**config.mk**
```make
export PLATFORM = sky130hd
export DESIGN_NAME = sorted_list_insert_remove
export DESIGN_NICKNAME = d
export VERILOG_FILES = /design/src/slir_pkg.sv /design/src/sorted_list_insert_remove.sv /design/src/slir_cell.sv
export SDC_FILE = /design/constraint.sdc
export NUM_CORES = 2
export LEC_CHECK = 0
export ABC_AREA = 1
export BUFFER_PORTS_ARGS = -buffer_cell sky130_fd_sc_hd__buf_2
export CORE_MARGIN = 2
export CORE_UTILIZATION = 45
export CTS_BUF_LIST = sky130_fd_sc_hd__clkbuf_4 sky130_fd_sc_hd__clkbuf_8 sky130_fd_sc_hd__clkbuf_16
export DETAILED_ROUTE_END_ITERATION = 10
export GPL_ROUTABILITY_DRIVEN = 0
export GPL_TIMING_DRIVEN = 0
export PLACE_DENSITY = 0.61
export SETUP_SLACK_MARGIN = 0.02
export SYNTH_ARGS = -nofsm -noshare
export SYNTH_HDL_FRONTEND = slang
export SYNTH_SLANG_ARGS = --single-unit
```
**constraint.sdc**
```tcl
create_clock -name i_clk -period 7.2 [get_ports i_clk]
set_input_delay 0.72 -clock i_clk [delete_from_list [all_inputs] [get_ports i_clk]]
set_output_delay 0.72 -clock i_clk [all_outputs]
set_load 0.005 [all_outputs]
```
**src/slir_pkg.sv**
```systemverilog
// Shared types and constants for the sorted list block.
// No dependencies; imported by the cell, the top level and the checker.
package slir_pkg;

    localparam int SLIR_DEPTH = 16;
    localparam int DATA_W     = 32;
    localparam int COUNT_W    = 5;
    localparam int CMD_W      = 2;
    localparam int STAT_W     = 2;

    // Input command codes
    typedef enum logic [CMD_W-1:0] {
        CMD_INS  = 2'd0,
        CMD_REM  = 2'd1,
        CMD_READ = 2'd2
    } t_cmd;

    // Result status codes
    typedef enum logic [STAT_W-1:0] {
        STAT_OK       = 2'd0,
        STAT_EMPTY    = 2'd1,
        STAT_NOTFOUND = 2'd2,
        STAT_FULL     = 2'd3
    } t_status;

    // Operation broadcast to every cell of the chain
    typedef enum logic [1:0] {
        CELL_HOLD = 2'd0,
        CELL_INS  = 2'd1,
        CELL_REM  = 2'd2,
        CELL_ROT  = 2'd3
    } t_cell_op;

    typedef struct packed {
        t_cell_op                  op;
        logic signed [DATA_W-1:0]  value;
    } t_cell_ctl;

endpackage

```
**src/sorted_list_insert_remove.sv**
```systemverilog
// Top level of the sorted list: stream ports, sequencer and the chain of cells.
// Depends on slir_pkg and slir_cell.
//
// Usage: one command word enters on the slave stream (tuser = command,
// tdata = value). Insert and remove broadcast one operation along the cell
// chain; every cell decides locally from its own compare and its left or
// right neighbor, so the whole list moves at once. An insert or remove
// passes through the execute state before its result word is registered.
// A read rotates the valid cells by one position per cycle and emits the
// head cell, so a list of N entries gives N result words, the last with
// tlast. Command code 3 is taken and dropped without a result.
// Master words carry tuser = status, tdata = {count, entry}.
// A new command is taken only once the previous one has issued all its
// words; a finished word may still wait in the output register meanwhile.
// If the receiver stalls, the output register holds its word and the chain
// stops rotating until the word is taken.
// Reset (i_rst_n low, synchronous) empties the list and drops any
// pending output word.
module sorted_list_insert_remove import slir_pkg::*; #(
    parameter int DEPTH = SLIR_DEPTH
) (
    input  logic                 i_clk,
    input  logic                 i_rst_n,
    input  logic                 i_s_axis_tvalid,
    output logic                 o_s_axis_tready,
    input  logic [DATA_W-1:0]    i_s_axis_tdata,   // [31:0] value
    input  logic [CMD_W-1:0]     i_s_axis_tuser,   // [1:0] command
    output logic                 o_m_axis_tvalid,
    input  logic                 i_m_axis_tready,
    output logic [39:0]          o_m_axis_tdata,   // [31:0] entry, [36:32] count
    output logic [STAT_W-1:0]    o_m_axis_tuser,   // [1:0] status
    output logic                 o_m_axis_tlast    // last word of this command
);

    localparam int OCC_W = $clog2(DEPTH + 1);

    typedef enum logic [1:0] {
        S_IDLE,
        S_EXEC,
        S_READ
    } t_state;

    t_state                    r_state;
    t_cmd                      r_cmd;
    logic signed [DATA_W-1:0]  r_value;
    logic [OCC_W-1:0]          r_occ;
    logic [OCC_W-1:0]          r_rd_cnt;
    logic                      r_ovalid;
    t_status                   r_ostatus;
    logic [DATA_W-1:0]         r_oentry;
    logic                      r_olast;
    logic [COUNT_W-1:0]        r_ocount;

    t_cell_ctl                 w_ctl;
    logic                      w_slot;
    logic                      w_full;
    logic                      w_found;
    logic                      w_rd_last;

    logic signed [DATA_W-1:0]  w_val   [DEPTH];
    logic                      w_vld   [DEPTH];
    logic                      w_ge    [DEPTH];
    logic [DEPTH-1:0]          w_match;

    // Output register is free when empty or being taken
    assign w_slot    = !r_ovalid || i_m_axis_tready;
    assign w_full    = (r_occ == OCC_W'(DEPTH));
    assign w_found   = |w_match;
    assign w_rd_last = (r_rd_cnt == r_occ - OCC_W'(1));

    assign o_s_axis_tready = (r_state == S_IDLE);
    assign o_m_axis_tvalid = r_ovalid;
    assign o_m_axis_tdata  = {3'b000, r_ocount, r_oentry};
    assign o_m_axis_tuser  = r_ostatus;
    assign o_m_axis_tlast  = r_olast;

    // Drive the chain operation from the sequencer state
    always_comb begin
        w_ctl.value = r_value;
        w_ctl.op    = CELL_HOLD;
        if (w_slot) begin
            if (r_state == S_EXEC) begin
                if (r_cmd == CMD_INS && !w_full) begin
                    w_ctl.op = CELL_INS;
                end else if (r_cmd == CMD_REM && w_found) begin
                    w_ctl.op = CELL_REM;
                end
            end else if (r_state == S_READ) begin
                w_ctl.op = CELL_ROT;
            end
        end
    end

    // Chain of cells, each wired to its neighbors
    for (genvar g = 0; g < DEPTH; g++) begin : g_cell
        logic signed [DATA_W-1:0] w_lval;
        logic                     w_lvld;
        logic                     w_lge;
        logic signed [DATA_W-1:0] w_rval;
        logic                     w_rvld;

        if (g == 0) begin : g_head
            assign w_lval = '0;
            assign w_lvld = 1'b1;
            assign w_lge  = 1'b0;
        end else begin : g_body
            assign w_lval = w_val[g-1];
            assign w_lvld = w_vld[g-1];
            assign w_lge  = w_ge[g-1];
        end

        if (g == DEPTH - 1) begin : g_tail
            assign w_rval = '0;
            assign w_rvld = 1'b0;
        end else begin : g_inner
            assign w_rval = w_val[g+1];
            assign w_rvld = w_vld[g+1];
        end

        slir_cell u_cell (
            .i_clk       (i_clk),
            .i_rst_n     (i_rst_n),
            .i_ctl       (w_ctl),
            .i_left_val  (w_lval),
            .i_left_vld  (w_lvld),
            .i_left_ge   (w_lge),
            .i_right_val (w_rval),
            .i_right_vld (w_rvld),
            .i_head_val  (w_val[0]),
            .o_val       (w_val[g]),
            .o_vld       (w_vld[g]),
            .o_ge        (w_ge[g]),
            .o_match     (w_match[g])
        );
    end

    // Sequencer, occupancy and output register
    always_ff @(posedge i_clk) begin
        if (!i_rst_n) begin
            r_state  <= S_IDLE;
            r_occ    <= '0;
            r_rd_cnt <= '0;
            r_ovalid <= 1'b0;
        end else begin
            unique case (r_state)
                S_IDLE: begin
                    // Drop a word once it is taken
                    if (i_m_axis_tready) begin
                        r_ovalid <= 1'b0;
                    end
                    if (i_s_axis_tvalid) begin
                        r_cmd   <= t_cmd'(i_s_axis_tuser);
                        r_value <= i_s_axis_tdata;
                        if (i_s_axis_tuser == CMD_INS || i_s_axis_tuser == CMD_REM ||
                            i_s_axis_tuser == CMD_READ) begin
                            r_state <= S_EXEC;
                        end
                    end
                end
                S_EXEC: begin
                    if (w_slot) begin
                        r_oentry <= '0;
                        r_olast  <= 1'b1;
                        case (r_cmd)
                            CMD_INS: begin
                                r_state  <= S_IDLE;
                                r_ovalid <= 1'b1;
                                if (w_full) begin
                                    r_ostatus <= STAT_FULL;
                                    r_ocount  <= COUNT_W'(r_occ);
                                end else begin
                                    r_ostatus <= STAT_OK;
                                    r_occ     <= r_occ + OCC_W'(1);
                                    r_ocount  <= COUNT_W'(r_occ + OCC_W'(1));
                                end
                            end
                            CMD_REM: begin
                                r_state  <= S_IDLE;
                                r_ovalid <= 1'b1;
                                if (r_occ == '0) begin
                                    r_ostatus <= STAT_EMPTY;
                                    r_ocount  <= COUNT_W'(r_occ);
                                end else if (!w_found) begin
                                    r_ostatus <= STAT_NOTFOUND;
                                    r_ocount  <= COUNT_W'(r_occ);
                                end else begin
                                    r_ostatus <= STAT_OK;
                                    r_occ     <= r_occ - OCC_W'(1);
                                    r_ocount  <= COUNT_W'(r_occ - OCC_W'(1));
                                end
                            end
                            default: begin
                                r_rd_cnt <= '0;
                                if (r_occ == '0) begin
                                    r_state   <= S_IDLE;
                                    r_ovalid  <= 1'b1;
                                    r_ostatus <= STAT_EMPTY;
                                    r_ocount  <= COUNT_W'(r_occ);
                                end else begin
                                    // Leave the emission to the read state
                                    r_state  <= S_READ;
                                    r_ovalid <= 1'b0;
                                end
                            end
                        endcase
                    end
                end
                S_READ: begin
                    if (w_slot) begin
                        r_ovalid  <= 1'b1;
                        r_ostatus <= STAT_OK;
                        r_oentry  <= w_val[0];
                        r_olast   <= w_rd_last;
                        r_ocount  <= COUNT_W'(r_occ);
                        r_rd_cnt  <= r_rd_cnt + OCC_W'(1);
                        if (w_rd_last) begin
                            r_state <= S_IDLE;
                        end
                    end
                end
                default: begin
                    r_state <= S_IDLE;
                end
            endcase
        end
    end

endmodule

```
**src/slir_cell.sv**
```systemverilog
// One position of the sorted chain: holds a value and its valid flag.
// Depends on slir_pkg; exchanges values with its left and right neighbors.
module slir_cell import slir_pkg::*; (
    input  logic                      i_clk,
    input  logic                      i_rst_n,
    input  t_cell_ctl                 i_ctl,
    input  logic signed [DATA_W-1:0]  i_left_val,
    input  logic                      i_left_vld,
    input  logic                      i_left_ge,
    input  logic signed [DATA_W-1:0]  i_right_val,
    input  logic                      i_right_vld,
    input  logic signed [DATA_W-1:0]  i_head_val,
    output logic signed [DATA_W-1:0]  o_val,
    output logic                      o_vld,
    output logic                      o_ge,
    output logic                      o_match
);

    logic signed [DATA_W-1:0] r_val;
    logic                     r_vld;
    logic                     w_keep;

    // New value goes at or before this cell unless this cell is strictly greater
    assign o_ge    = !(r_vld && (i_ctl.value < r_val));
    assign o_match = r_vld && (r_val == i_ctl.value);
    // On remove, strictly greater entries stay, the rest shift left
    assign w_keep  = r_vld && (r_val > i_ctl.value);

    assign o_val = r_val;
    assign o_vld = r_vld;

    // Apply the broadcast operation
    always_ff @(posedge i_clk) begin
        if (!i_rst_n) begin
            r_vld <= 1'b0;
        end else begin
            case (i_ctl.op)
                CELL_INS: begin
                    if (o_ge) begin
                        r_val <= i_left_ge ? i_left_val : i_ctl.value;
                        r_vld <= i_left_ge ? i_left_vld : 1'b1;
                    end
                end
                CELL_REM: begin
                    if (r_vld && !w_keep) begin
                        r_val <= i_right_val;
                        r_vld <= i_right_vld;
                    end
                end
                CELL_ROT: begin
                    if (r_vld) begin
                        r_val <= i_right_vld ? i_right_val : i_head_val;
                    end
                end
                default: begin
                end
            endcase
        end
    end

endmodule

```
==> impl_metrics.yaml <==
sta:
  rsz0062_at_grt: "no"
  fmax_mhz: 141
  skew_ns: 0.0225
  drv_slew: 0
  min_period_ns: 7.10
  final_hold_viol_count: 0
  setup_viol: 0
  finalSetupTns_ns: 0
  worstMarginPinSlew_ns: 1.34
  max-slew-margin-rel_pct: 10.7
  post-route-period-util_pct: 98.6
clock_network:
  cts.sink_count: 615
  cts_buffers: 77
  clk_pin_slew_ns: 0.06
  clkLatencyLatePin_ns: 0.65
  clk_path_buf_depth: 3
  cts_tree: "built"
  cts_hold_buf: 0
  htree_levels: 3
  clockRootBuffer: "clkbuf_16"
finish:
  syn2layout_area_growth_pct: 11.2
  final_nets: 6715
  drive_gt1_share_pct: 5.85
  utilization_pct: 50.5
floorplanning:
  start_util_pct: 45.4
  die_h_um: 327
  die_w_um: 327
  ioPinCount: 83
  coreArea_um2: 103000
  rows: 118
  fp.dieArea_um2: 107000
worst_setup_path:
  worstRegToRegCells: 23
  worst_ep_arrival_time_ns: 7.60
  r2r-start: "r_value[14]"
  r2r_slack_ns: 0.10
  crit_required_ns: 7.70
  crit_fanout: 25
  crit_type: "flip-flop to flip-flop"
  setup.worst_path.end_class: "flip-flop"
  critPathLaunchType: "flip-flop"
  rr_endpoint: "g_cell[11].u_cell.o_val[7]"
detailed_routing:
  first_pass_iters: 6
  drt-initial-drc-count: 6215
  dr_total_vias: 44916
  wirelength_um: 178000
  avgRoutedWirePerCell_um: 23.4
  viasPerCell: 5.92
  ant_nets: 0
  drc: 0
global_route:
  grt.busiest_layer: "met2"
  grt_max_degree: 33
  antenna_found_initial: 1
  use_met1_pct: 45.0
  grt.total_usage_pct: 32.6
  grt_pass1_wl_um: 261000
  grt.met2_usage_pct: 50.4
  grt_pass1_vias: 41979
  met3_usage_pct: 5.56
  gr-total-overflow: 0
hold_path:
  hold_class: "primary input to flip-flop"
  holdPathEnd: "r_value[21]"
  whs_path_depth: 1
  min_from: "i_s_axis_tdata[21]"
power_and_ir_drop:
  pwr-share-comb_pct: 55.8
  swShare_pct: 49.6
  p_int_w: 0.0150
  vdd_ir_drop_max_uv: 269
  pwr-share-clk_pct: 13.0
  power_w: 0.0298
  power_frac_seq_pct: 31.2
  p_per_area_nw_per_um2: 571
  p_leak_nw: 24.2
  p_switching_w: 0.0148
synth:
  yosysWarnings: 0
  synth_area_per_cell_um2: 7.86
  ys_ff_latch: 615
  yosysUniqueCellTypes: 42
  seq_area_frac_synth_pct: 38.7
  synth_area_um2: 47000
  syn_inst: 5982
placement:
  hpwlAfterDp_um: 147000
  portBuffers: 79
flow_run:
  maxCapViolations: 0
status:
  status: "completed"
[cell usage after synthesis]
cell type | instances | area share [%]
a21o_1 | 22 | 0.35
xor2_2 | 1 | 0.035
ha_1 | 523 | 14
o21ai_1 | 28 | 0.30
nand3_4 | 3 | 0.11
o21ai_2 | 1 | 0.019
xnor2_1 | 1 | 0.019
nand2_2 | 5 | 0.067
nor3b_1 | 8 | 0.13
nand4_1 | 145 | 1.9
a21oi_1 | 279 | 3.0
inv_2 | 2 | 0.016
buf_6 | 9 | 0.22
edfxtp_1 | 586 | 37
a211oi_1 | 2 | 0.032
xor2_4 | 3 | 0.18
buf_1 | 41 | 0.33
a22oi_1 | 448 | 7.2
and3_1 | 2 | 0.027
inv_1 | 391 | 3.1
dfxtp_1 | 29 | 1.2
conb_1 | 1 | 0.0080
buf_2 | 48 | 0.51
nor2_2 | 8 | 0.11
nand2_1 | 2100 | 17
nand3_1 | 253 | 2.7
o22a_1 | 1 | 0.019
o21a_1 | 30 | 0.48
buf_4 | 5 | 0.080
a31oi_1 | 2 | 0.027
o211ai_1 | 12 | 0.19
nand3_2 | 12 | 0.26
nand3b_1 | 2 | 0.032
nor2_1 | 220 | 1.8
o21ai_0 | 464 | 4.9
or2_1 | 1 | 0.013
nor3_1 | 7 | 0.075
or2_2 | 3 | 0.040
clkinv_1 | 14 | 0.11
clkbuf_1 | 258 | 2.1
xor2_1 | 8 | 0.15
o21bai_1 | 4 | 0.064
[timing repair]
action                                  in CTS  in global routing
pin swaps                                    0                  0
endpoints found under the setup margin      65                  7
setup buffers                                0                  0
gates resized for setup                      7                  7
[state kept, by name, summed over array words and instances, names as in the netlist]
register and count:
r_ocount 5, o_m_axis_tuser 2, r_oentry 32, g_cell.u_cell.o_val 512, r_cmd 2, o_m_axis_tvalid 1, r_value 32, o_m_axis_tlast 1
r_rd_cnt 5, g_cell.u_cell.o_vld 16, r_occ 5, r_state 2
[how the worst max path moves through the flow]
stage | start | to | slack, ns | cells after the start
floorplan | r_value[31] | g_cell[0].u_cell.o_val[0] | 1.86 | 22
global placement | r_value[8] | g_cell[5].u_cell.o_val[6] | -1.90 | 19
detailed placement | r_value[14] | g_cell[11].u_cell.o_val[28] | -0.61 | 23
CTS | r_value[30] | g_cell[4].u_cell.o_val[24] | 0.15 | 23
global route | r_value[15] | g_cell[11].u_cell.o_val[5] | 0.07 | 23
finish | r_value[14] | g_cell[11].u_cell.o_val[7] | 0.10 | 23
[critical path: stages, from the launching register on]
cell      delay (ns)
edfxtp_1        0.52
inv_1           0.38
clkbuf_2        0.66
ha_1            0.24
nand2_1         0.06
nor2_1          0.19
nand3_1         0.12
nor2_1          0.28
nand2_1         0.19
nor2_1          0.50
nor3b_1         0.11
nand2_1         0.14
nor2_1          0.15
o21ai_0         0.18
nand2_1         0.21
inv_1           0.14
ha_1            0.17
clkbuf_1        0.26
clkbuf_1        0.63
nand2_1         0.35
inv_1           0.36
clkbuf_1        0.66
a22oi_1         0.28
nand2_1         0.12
[per-layer routing]
metal / vias to the layer above / part of all wire [%]
met5: - / 0
met1: 21066 / 41
met4: 0 / 4.4
met3: 337 / 11
met2: 2319 / 44
li1: 21194 / -
[layout make-up]
type / instances / area (um2)
sequential: 615 / 18200
clock buffer: 100 / 2150
antenna: 1 / 2.50
fill: 10153 / 51200
buffer: 355 / 1510
timing repair buffer: 97 / 891
inverter: 407 / 1530
multi-input combinational: 4601 / 26000
clock inverter: 34 / 294
tap: 1380 / 1730
[stage by stage]
stage	hold WS [ns]	setup slack [ns]	cell area, um2	instances
after floorplan	0.473	1.86	47000	5984
after global placement	0.470	-1.90	49100	7443
after detailed placement	0.477	-0.611	49800	7461
after CTS	0.219	0.152	52300	7590
after global routing	0.238	0.0685	52300	7589
final	0.249	0.101	52300	7590
[cells by family after synthesis]
| logic type | after synthesis | share of synthesized area [%] |
|---|---|---|
| flip-flops | 615 | 38.7 |
| XOR/XNOR | 13 | 0.378 |
| adder cells (fa/ha/maj) | 523 | 13.9 |
| other | 1 | 0.00798 |
| buffers and inverters | 768 | 6.45 |
| AO/OA/AOI/OAI | 1293 | 16.6 |
| AND/OR/NAND/NOR | 2769 | 24.0 |
[placed cells by master, fill, tap and decap left out, drive strengths merged]
master and instances:
nor2 228, inv 394, a21o 22, a22oi 448
a21oi 279, o22a 1, xnor2 1, diode 1
clkinvlp 2, and3 2, dfxtp 29, nand4 145
o21a 30, clkbuf 348, or2 4, bufinv 5
buf 204, conb 3, o211ai 12, clkinv 40
nand3 268, edfxtp 586, ha 523, a31oi 2
a211oi 2, nand3b 2, nor3b 8, nor3 7
o21ai 493, xor2 12, o21bai 4, nand2 2105
[power by group through the flow]
| stage | clock network (W) | logic (W) | registers, W |
|---|---|---|---|
| 2_1_floorplan | 0 | 0.0112 | 0.00837 |
| 3_3_place_gp | 0 | 0.0153 | 0.00934 |
| 3_5_place_dp | 0 | 0.0162 | 0.00922 |
| 4_1_cts | 0.00390 | 0.0163 | 0.00917 |
| 5_1_grt | 0.00403 | 0.0186 | 0.00940 |
| 6_report | 0.00388 | 0.0167 | 0.00930 |
Power figures use the tool's default switching activity.
